## src/hdl/rx_fragment_chain_assembler_assert.svh

```systemverilog
// Assertion macros used by the assembler control module.
`ifndef RX_FRAGMENT_CHAIN_ASSEMBLER_ASSERT_SVH
`define RX_FRAGMENT_CHAIN_ASSEMBLER_ASSERT_SVH

// Same-cycle implication, checked outside reset.
`define RFCA_ASSERT_NOW(label, clk, rst, ante, cons) \
  label: assert property (@(posedge clk) disable iff (rst) (ante) |-> (cons)) \
    else $error("%m: assertion failed");

// Next-cycle implication, checked outside reset.
`define RFCA_ASSERT_NEXT(label, clk, rst, ante, cons) \
  label: assert property (@(posedge clk) disable iff (rst) (ante) |=> (cons)) \
    else $error("%m: assertion failed");

`endif

```

## src/hdl/rfca_pkg.sv

```systemverilog
`default_nettype none

package rfca_pkg;

  localparam int MAX_PENDING_DEF = 6;

  localparam int CTL_W   = 32;
  localparam int BUF_W   = 16;
  localparam int LEN_W   = 14;
  localparam int TOT_W   = 16;
  localparam int FLAG_W  = 8;
  localparam int CHAIN_W = 17;

  localparam logic [1:0] KIND_WRITE    = 2'd0;
  localparam logic [1:0] KIND_DISPATCH = 2'd1;
  localparam logic [1:0] KIND_RELEASE  = 2'd2;

  localparam logic [CTL_W-1:0]  KEEP_MASK  = 32'hfffe_0007;
  localparam logic [FLAG_W-1:0] FLAG_FINAL = 8'h02;
  localparam logic [FLAG_W-1:0] FLAGS_MASK = 8'hfe;

  localparam int SHIFT_TOTAL   = 3;
  localparam int SHIFT_COUNT   = 5;
  localparam int SHIFT_ORDINAL = 2;

  typedef struct packed {
    logic [CTL_W-1:0] control_word;
    logic [BUF_W-1:0] buf_id;
    logic [LEN_W-1:0] frag_len;
  } in_item_t;

  typedef struct packed {
    logic [1:0]        action_kind;
    logic [BUF_W-1:0]  target_buf;
    logic [CTL_W-1:0]  control_out;
    logic [TOT_W-1:0]  packet_total;
    logic [LEN_W-1:0]  piece_len;
    logic [FLAG_W-1:0] dispatch_flags;
    logic              run_last;
  } out_item_t;

  typedef struct packed {
    logic [BUF_W-1:0] buf_id;
    logic [LEN_W-1:0] frag_len;
  } slot_t;

endpackage

`default_nettype wire

```

## src/hdl/rfca_slot_mem.sv

```systemverilog
`default_nettype none

module rfca_slot_mem
  import rfca_pkg::*;
#(
  parameter int DEPTH = MAX_PENDING_DEF + 1
) (
  input  wire logic                     clk,
  input  wire logic                     wr_en,
  input  wire logic [$clog2(DEPTH)-1:0] wr_addr,
  input  wire slot_t                    wr_data,
  input  wire logic                     rd_en,
  input  wire logic [$clog2(DEPTH)-1:0] rd_addr,
  output slot_t                         rd_data
);

  slot_t mem [DEPTH];

  always_ff @(posedge clk) begin
    if (wr_en) begin
      mem[wr_addr] <= wr_data;
    end
  end

  always_ff @(posedge clk) begin
    if (rd_en) begin
      rd_data <= mem[rd_addr];
    end
  end

endmodule

`default_nettype wire

```

## src/hdl/rfca_ctrl.sv

```systemverilog
`default_nettype none

`include "rx_fragment_chain_assembler_assert.svh"

module rfca_ctrl
  import rfca_pkg::*;
#(
  parameter int MAX_PENDING = MAX_PENDING_DEF
) (
  input  wire logic                                clk,
  input  wire logic                                rst,
  input  wire logic                                in_valid,
  output logic                                     in_ready,
  input  wire in_item_t                            in_data,
  input  wire logic                                out_free,
  output logic                                     act_valid,
  output out_item_t                                act,
  output logic                                     wr_en,
  output logic [$clog2(MAX_PENDING + 1)-1:0]       wr_addr,
  output slot_t                                    wr_data,
  output logic                                     rd_en,
  output logic [$clog2(MAX_PENDING + 1)-1:0]       rd_addr,
  input  wire slot_t                               rd_data
);

  localparam int SLOTS = MAX_PENDING + 1;
  localparam int AW    = $clog2(SLOTS);
  localparam int CW    = $clog2(SLOTS + 1);

  typedef enum logic [5:0] {
    S_IDLE      = 6'b000001,
    S_WRITE_OWN = 6'b000010,
    S_DISP_OWN  = 6'b000100,
    S_REL_OWN   = 6'b001000,
    S_SLOT_HEAD = 6'b010000,
    S_SLOTS     = 6'b100000
  } state_t;

  state_t             state, state_next;
  logic               chain_open, chain_open_next;
  logic               dropping, dropping_next;
  logic [CTL_W-1:0]   head_control, head_control_next;
  logic [CHAIN_W-1:0] chain_length, chain_length_next;
  logic [CW-1:0]      stored_count, stored_count_next;

  in_item_t           rec;
  logic               standalone;
  logic               run_release;
  logic [CW-1:0]      run_cnt;
  logic [TOT_W-1:0]   run_total;
  logic [CTL_W-1:0]   run_ctl;
  logic [AW-1:0]      idx;

  logic               in_fire;
  logic               act_fire;
  logic               more;
  logic               chain_path;
  logic               opening;
  logic               closing;
  logic               overflow;
  logic               store;
  logic [CW-1:0]      base_cnt;
  logic [CW-1:0]      cnt_new;
  logic [CHAIN_W-1:0] len_sum;
  logic [CTL_W-1:0]   head_sel;
  logic [CW-1:0]      ord;
  logic               last_slot;
  logic [FLAG_W-1:0]  slot_flags;

  assign in_ready   = (state == S_IDLE);
  assign in_fire    = in_valid && in_ready;
  assign act_fire   = act_valid && out_free;

  assign more       = in_data.control_word[0];
  assign chain_path = !dropping && (chain_open || more);
  assign opening    = chain_path && !chain_open;
  assign closing    = chain_path && !more;
  assign base_cnt   = opening ? '0 : stored_count;
  assign store      = base_cnt < CW'(SLOTS);
  assign cnt_new    = base_cnt + CW'(store);
  assign overflow   = chain_path && more && (cnt_new > CW'(MAX_PENDING));
  assign len_sum    = (opening ? '0 : chain_length) + CHAIN_W'(in_data.frag_len);
  assign head_sel   = opening ? in_data.control_word : head_control;

  assign ord        = CW'(idx) + CW'(1);
  assign last_slot  = (ord == run_cnt);
  assign slot_flags = ((FLAG_W'(run_cnt) << SHIFT_COUNT)
                      | (FLAG_W'(ord) << SHIFT_ORDINAL)
                      | (last_slot ? FLAG_FINAL : '0)) & FLAGS_MASK;

  always_comb begin
    state_next        = state;
    chain_open_next   = chain_open;
    dropping_next     = dropping;
    head_control_next = head_control;
    chain_length_next = chain_length;
    stored_count_next = stored_count;
    wr_en             = 1'b0;
    wr_addr           = base_cnt[AW-1:0];
    wr_data           = '{buf_id: in_data.buf_id, frag_len: in_data.frag_len};
    rd_en             = 1'b0;
    rd_addr           = '0;
    act_valid         = 1'b0;
    act               = '0;
    case (state)
      S_IDLE: begin
        if (in_valid) begin
          if (dropping) begin
            if (!more) begin
              chain_open_next = 1'b0;
              dropping_next   = 1'b0;
            end
            state_next = S_REL_OWN;
          end else if (!chain_path) begin
            state_next = S_WRITE_OWN;
          end else begin
            wr_en = store;
            if (closing) begin
              chain_open_next   = 1'b0;
              head_control_next = '0;
              chain_length_next = '0;
              stored_count_next = '0;
              rd_en             = 1'b1;
              state_next        = S_SLOT_HEAD;
            end else if (overflow) begin
              chain_open_next   = 1'b1;
              dropping_next     = 1'b1;
              head_control_next = '0;
              chain_length_next = '0;
              stored_count_next = '0;
              rd_en             = 1'b1;
              state_next        = S_SLOTS;
            end else begin
              chain_open_next   = 1'b1;
              head_control_next = head_sel;
              chain_length_next = len_sum;
              stored_count_next = cnt_new;
              state_next        = opening ? S_WRITE_OWN : S_IDLE;
            end
          end
        end
      end
      S_WRITE_OWN: begin
        act_valid       = 1'b1;
        act.action_kind = KIND_WRITE;
        act.target_buf  = rec.buf_id;
        act.control_out = rec.control_word;
        act.run_last    = !standalone;
        if (out_free) begin
          state_next = standalone ? S_DISP_OWN : S_IDLE;
        end
      end
      S_DISP_OWN: begin
        act_valid          = 1'b1;
        act.action_kind    = KIND_DISPATCH;
        act.target_buf     = rec.buf_id;
        act.packet_total   = TOT_W'(rec.frag_len);
        act.piece_len      = rec.frag_len;
        act.dispatch_flags = FLAG_FINAL;
        act.run_last       = 1'b1;
        if (out_free) begin
          state_next = S_IDLE;
        end
      end
      S_REL_OWN: begin
        act_valid       = 1'b1;
        act.action_kind = KIND_RELEASE;
        act.target_buf  = rec.buf_id;
        act.run_last    = 1'b1;
        if (out_free) begin
          state_next = S_IDLE;
        end
      end
      S_SLOT_HEAD: begin
        act_valid       = 1'b1;
        act.action_kind = KIND_WRITE;
        act.target_buf  = rd_data.buf_id;
        act.control_out = run_ctl;
        if (out_free) begin
          state_next = S_SLOTS;
        end
      end
      S_SLOTS: begin
        act_valid      = 1'b1;
        act.target_buf = rd_data.buf_id;
        act.run_last   = last_slot;
        if (run_release) begin
          act.action_kind = KIND_RELEASE;
        end else begin
          act.action_kind    = KIND_DISPATCH;
          act.packet_total   = run_total;
          act.piece_len      = rd_data.frag_len;
          act.dispatch_flags = slot_flags;
        end
        if (out_free) begin
          if (last_slot) begin
            state_next = S_IDLE;
          end else begin
            rd_en   = 1'b1;
            rd_addr = ord[AW-1:0];
          end
        end
      end
      default: begin
        state_next = S_IDLE;
      end
    endcase
  end

  always_ff @(posedge clk) begin
    if (rst) begin
      state        <= S_IDLE;
      chain_open   <= 1'b0;
      dropping     <= 1'b0;
      head_control <= '0;
      chain_length <= '0;
      stored_count <= '0;
    end else begin
      state        <= state_next;
      chain_open   <= chain_open_next;
      dropping     <= dropping_next;
      head_control <= head_control_next;
      chain_length <= chain_length_next;
      stored_count <= stored_count_next;
    end
  end

  always_ff @(posedge clk) begin
    if (in_fire) begin
      rec         <= in_data;
      standalone  <= !dropping && !chain_path;
      run_release <= overflow;
      run_cnt     <= cnt_new;
      run_total   <= len_sum[TOT_W-1:0];
      run_ctl     <= (head_sel & KEEP_MASK)
                     | (CTL_W'(len_sum[LEN_W-1:0]) << SHIFT_TOTAL);
      idx         <= '0;
    end else if (state == S_SLOTS && act_fire && !last_slot) begin
      idx <= ord[AW-1:0];
    end
  end

  `RFCA_ASSERT_NOW(a_no_rw_clash, clk, rst, wr_en && rd_en, wr_addr != rd_addr)
  `RFCA_ASSERT_NOW(a_drop_in_chain, clk, rst, dropping, chain_open)
  `RFCA_ASSERT_NOW(a_idle_empty, clk, rst, !chain_open, stored_count == '0)
  `RFCA_ASSERT_NEXT(a_run_ends_idle, clk, rst, act_fire && act.run_last, in_ready)

endmodule

`default_nettype wire

```

## src/hdl/rx_fragment_chain_assembler.sv

```systemverilog
// Channel | Direction | Handshake          | Item
// in      | input     | in_valid/in_ready   | in_item_t: control word, buffer id, length
// out     | output    | out_valid/out_ready | out_item_t: one action per item
//
// A record is taken only while the sequencer is idle, and no new record is
// taken until every action it causes has been issued; a closing record
// causes up to MAX_PENDING + 2 actions.
// The slot memory read port delivers one stored fragment per cycle unless out stalls.
// Reset clears the chain state at once; the slot memory is not cleared.
// A stall on out holds the run in place; the output register frees the
// sequencer whenever the held item is taken.

`default_nettype none

module rx_fragment_chain_assembler
  import rfca_pkg::*;
#(
  parameter int MAX_PENDING = MAX_PENDING_DEF
) (
  input  wire logic      clk,
  input  wire logic      rst,
  input  wire logic      in_valid,
  output logic           in_ready,
  input  wire in_item_t  in_data,
  output logic           out_valid,
  input  wire logic      out_ready,
  output out_item_t      out_data
);

  localparam int SLOTS = MAX_PENDING + 1;
  localparam int AW    = $clog2(SLOTS);

  logic          out_free;
  logic          act_valid;
  out_item_t     act;
  logic          wr_en;
  logic [AW-1:0] wr_addr;
  slot_t         wr_data;
  logic          rd_en;
  logic [AW-1:0] rd_addr;
  slot_t         rd_data;

  assign out_free = !out_valid || out_ready;

  rfca_ctrl #(
    .MAX_PENDING(MAX_PENDING)
  ) u_ctrl (
    .clk      (clk),
    .rst      (rst),
    .in_valid (in_valid),
    .in_ready (in_ready),
    .in_data  (in_data),
    .out_free (out_free),
    .act_valid(act_valid),
    .act      (act),
    .wr_en    (wr_en),
    .wr_addr  (wr_addr),
    .wr_data  (wr_data),
    .rd_en    (rd_en),
    .rd_addr  (rd_addr),
    .rd_data  (rd_data)
  );

  rfca_slot_mem #(
    .DEPTH(SLOTS)
  ) u_slot_mem (
    .clk    (clk),
    .wr_en  (wr_en),
    .wr_addr(wr_addr),
    .wr_data(wr_data),
    .rd_en  (rd_en),
    .rd_addr(rd_addr),
    .rd_data(rd_data)
  );

  always_ff @(posedge clk) begin
    if (rst) begin
      out_valid <= 1'b0;
    end else if (act_valid && out_free) begin
      out_valid <= 1'b1;
    end else if (out_ready) begin
      out_valid <= 1'b0;
    end
  end

  always_ff @(posedge clk) begin
    if (act_valid && out_free) begin
      out_data <= act;
    end
  end

endmodule

`default_nettype wire

```

## config.mk

```make
export PLATFORM = sky130hd
export DESIGN_NAME = rx_fragment_chain_assembler
export DESIGN_NICKNAME = d
export VERILOG_FILES = /design/src/hdl/rfca_pkg.sv /design/src/hdl/rfca_slot_mem.sv /design/src/hdl/rfca_ctrl.sv /design/src/hdl/rx_fragment_chain_assembler.sv
export VERILOG_INCLUDE_DIRS = /design/src /design/src/hdl
export SDC_FILE = /design/constraint.sdc
export NUM_CORES = 1
export LEC_CHECK = 0
export BUFFER_PORTS_ARGS = -buffer_cell sky130_fd_sc_hd__buf_2
export CORE_MARGIN = 8
export CORE_UTILIZATION = 35
export CTS_BUF_LIST = sky130_fd_sc_hd__clkbuf_8
export CTS_CLUSTER_DIAMETER = 30
export CTS_CLUSTER_SIZE = 14
export DETAILED_ROUTE_END_ITERATION = 12
export GPL_ROUTABILITY_DRIVEN = 1
export PLACE_DENSITY = 0.57
export REMOVE_ABC_BUFFERS = 1
export SYNTH_ARGS = -nofsm -noshare
export SYNTH_HDL_FRONTEND = slang
export SYNTH_HIERARCHICAL = 1
export SYNTH_SLANG_ARGS = --single-unit
```

## constraint.sdc

```tcl
create_clock -name clk -period 6.46 [get_ports clk]
set_clock_uncertainty 0.2 [all_clocks]
set_input_delay 0.646 -clock clk [delete_from_list [all_inputs] [get_ports clk]]
set_output_delay 0.646 -clock clk [all_outputs]
set_load 0.03 [all_outputs]
```

==> flow_summary.ini <==
[job]
maxCapViolCount = 0

[synthesis]
synthSimpleGateAreaFrac_pct = 7.00
muxShareOfSynthArea_pct = 5.39
synth_compound_area_share_pct = 11.0
synth.cell_area_sq_um = 19500
yosys_warnings = 6
synth-xor-area-share_pct = 0.975
syn_inst = 1222
synth-async-reset-ratio_pct = 0
synth_top_family_by_area = compound AO/OA/AOI/OAI gates
seq_area_frac_synth_pct = 71.2
synth_cell_types = 63
synth_edf_count = 430
synth.avg_cell_area_sq_um = 16.0
synth_seq_cells = 479
synth_adder_area_share_pct = 1.13
synth_ff_type = edfxtp_1

[detailed_routing]
dr_total_vias = 11112
ant_nets = 0
firstDrtPassIters = 5
drt_wl_total_mm = 45.9
viasPerCell = 4.90
drc = 0
drt_iter0_markers = 671
wl_per_cell_um = 20.2

[sta]
fin_tns_setup_ns = 0
slew_headroom_pct = 16.7
period_needed_ns = 4.09
rsz0062_at_grt = false
finalSetupViolCount = 0
report.final.slew_viol_count = 0
hold_viol = 0
fin_crit_sh_pct = 63.4
timing.fmax_mhz = 244
worst_pin_slew_ns = 1.25

[cts]
root_buffer = clkbuf_8
cts-resized-gates = 0
cts_tree = built
cts_sinks = 479
cts_setup_buffers = 0
cts-buffers-inserted = 101
cts.path.max_buffers = 3
clkLatencyLatePin_ns = 0.69
htree_levels = 3
clk_pin_slew_ns = 0.07

[placement]
place_congestion = 0.784
portBuffers = 156
dp_hpwl_mm = 27.5
placed_cells = 2045

[floorplanning]
rows = 86
die_height_um = 252
die-area_sq_um = 63500
core_area_sq_um = 55100
initial_core_util_pct = 35.4
die_w_um = 252
pin_count = 157

[layout]
post_route_cells_drive_above_1_share_pct = 30.3
instances_no_fill = 2269
post-route-util_pct = 42.5
finalNetCount = 1516
areaGrowthSynthToFinish_pct = 20.0

[setup_path]
crit_buf_inv = 0
start_kind = flop
cp-end-kind = flop
path_max_fanout = 30
critPathArrivalTime_ns = 4.25
critPathSlowestCell = or2_2
path_delay_family = simple AND/OR/NAND/NOR gates
cp_cell_sequence = ha_1 -> xor3_1 -> or3_1 -> nand4_1 -> nor2_4 -> or2_2 -> o221ai_2
cp_slowest_stage_delay_ns = 1.06
regToRegStartpoint = u_ctrl/idx[0]
crit_start = u_ctrl/idx[0]
crit_required_ns = 6.61
setup.worst_path.class = reg -> reg

[hold_path]
min-delay-path-class = in -> reg
hold_start = in_data[24]

[power_and_ir_drop]
power_density_nw_per_um2 = 331
peakVddDrop_v = 0.000162
p_leak_nw = 8.18

[global_routing]
antenna_found_initial = 5
grt_pass1_vias = 11581
grt_pass1_wl_mm = 69.2
gr-usage-all-layers_pct = 14.1
grt_max_degree = 121
grt_remaining_overflow = 0

[outcome]
status = completed
where the power goes:
group	total (mW)	switching [mW]	leakage, nW	internal, mW
clock	3.41	1.50	1.12	1.91
combinational	0.633	0.446	2.64	0.187
sequential	3.71	0.0837	4.42	3.63
cell usage in the layout (no fill, tap or decap), types with 7 or more instances in the layout:
master,count
edfxtp_1,430
buf_2,156
clkbuf_8,101
nand2_1,80
a22o_1,76
mux2i_1,60
nor2_1,53
dfxtp_1,49
dlygate4sd3_1,33
mux2_4,30
o211ai_2,30
o221ai_2,30
nand2b_1,28
a22oi_1,26
inv_1,22
a21oi_1,22
nor2b_1,21
clkinvlp_4,19
buf_4,17
ha_1,16
nand3_1,13
clkinv_2,12
inv_8,11
o21ai_0,11
nor3_1,11
xnor2_1,10
or2b_1,10
bufinv_16,9
clkinv_4,9
xor2_1,9
or3_1,9
inv_6,8
nor2_4,8
a21o_1,7
cell usage after synthesis, types with 4 or more instances:
cell / n / area share (%)
a22o_1: 76 / 3.4
xor2_1: 9 / 0.40
ha_1: 16 / 1.0
a21oi_1: 22 / 0.56
edfxtp_1: 430 / 66
nor2_1: 62 / 1.2
a21o_1: 7 / 0.27
xnor2_1: 10 / 0.45
dfxtp_1: 49 / 5.0
inv_1: 11 / 0.21
or3_1: 9 / 0.29
buf_2: 13 / 0.33
mux2i_1: 60 / 3.1
o21a_1: 4 / 0.15
o21ai_0: 11 / 0.28
o211ai_2: 30 / 1.9
nand2_1: 80 / 1.5
or2b_1: 10 / 0.38
and2_1: 6 / 0.19
buf_6: 6 / 0.35
o221ai_2: 30 / 2.3
or2_2: 5 / 0.16
clkbuf_1: 36 / 0.69
mux2_4: 30 / 2.3
buf_4: 40 / 1.5
nand2b_1: 29 / 0.93
nand3_1: 13 / 0.33
a22oi_1: 26 / 1.0
and3_1: 4 / 0.13
nor2b_1: 21 / 0.67
nand4_1: 5 / 0.16
nor3_1: 14 / 0.36
cells by family (layout without fill, tap and decap cells):
group                      Yosys count  after routing
DFF                                479            479
and+or+nand+nor                    272            272
AOI/OAI and AO/OA                  233            233
buffers and inverters              110            405
muxes                               90             90
xor gates and xnor gates            20             20
adders and majority gates           17             17
other                                1              5
state kept, by name, indices dropped and copies added (netlist names), 3 cells and up:
signal and count:
u_ctrl/run_total 16, u_ctrl/run_cnt 3, u_ctrl/run_ctl 18, u_ctrl/stored_count 3, u_ctrl/rec 62, out_data 89, u_ctrl/state 6, u_ctrl/chain_length 16
u_slot_mem/mem 210, u_ctrl/head_control 18, u_slot_mem/rd_data 30, u_ctrl/idx 3
per-stage QoR:
| step | total power, mW | setup WS (ns) | instance area (sq um) | hold WS [ns] |
|---|---|---|---|---|
| after floorplan | 4.14 | -2.24 | 18900 | 0.242 |
| after global placement | 4.39 | 2.24 | 20900 | 0.257 |
| after detailed placement | 4.41 | 2.12 | 20900 | 0.269 |
| after CTS | 7.87 | 2.31 | 23400 | 0.00118 |
| after global routing | 8.07 | 2.02 | 23400 | 0.0355 |
| final | 7.76 | 2.37 | 23400 | 0.0613 |
cell type report:
| cell class | instances | area [sq um] |
|---|---|---|
| antenna | 4 | 10.0 |
| clock buffer | 101 | 1390 |
| clock inverter | 86 | 813 |
| fill | 5026 | 31700 |
| inverter | 11 | 43.8 |
| multi-input combinational | 633 | 5070 |
| sequential | 479 | 13900 |
| tap | 748 | 936 |
| timing repair buffer | 207 | 1260 |
path summary, 6_finish.rpt:
path,depth (start not counted),slack [ns],to
worst max-delay path,7,2.37,u_slot_mem/rd_data[25]
worst min-delay path,1,0.06,u_slot_mem/mem[0][24]
worst max register to register,7,2.37,u_slot_mem/rd_data[25]
worst min register to register,2,0.27,u_ctrl/chain_length[10]
timing repair:
item / CTS / global route
hold buffers: 33 / 0
setup endpoints to repair: 0 / 0
endpoints found under the hold margin: 39 / 0
metal layers:
| metal | part of all wire, % | vias to the layer above | global-route usage [%] |
|---|---|---|---|
| met5 | 0.028 | - | 0 |
| met1 | 45 | 5569 | 18.3 |
| met3 | 5.7 | 71 | 3.52 |
| li1 | - | 5172 | - |
| met2 | 47 | 298 | 22.7 |
| met4 | 1.9 | 2 | 5.21 |
No activity file was read; power rests on OpenSTA's default activity.
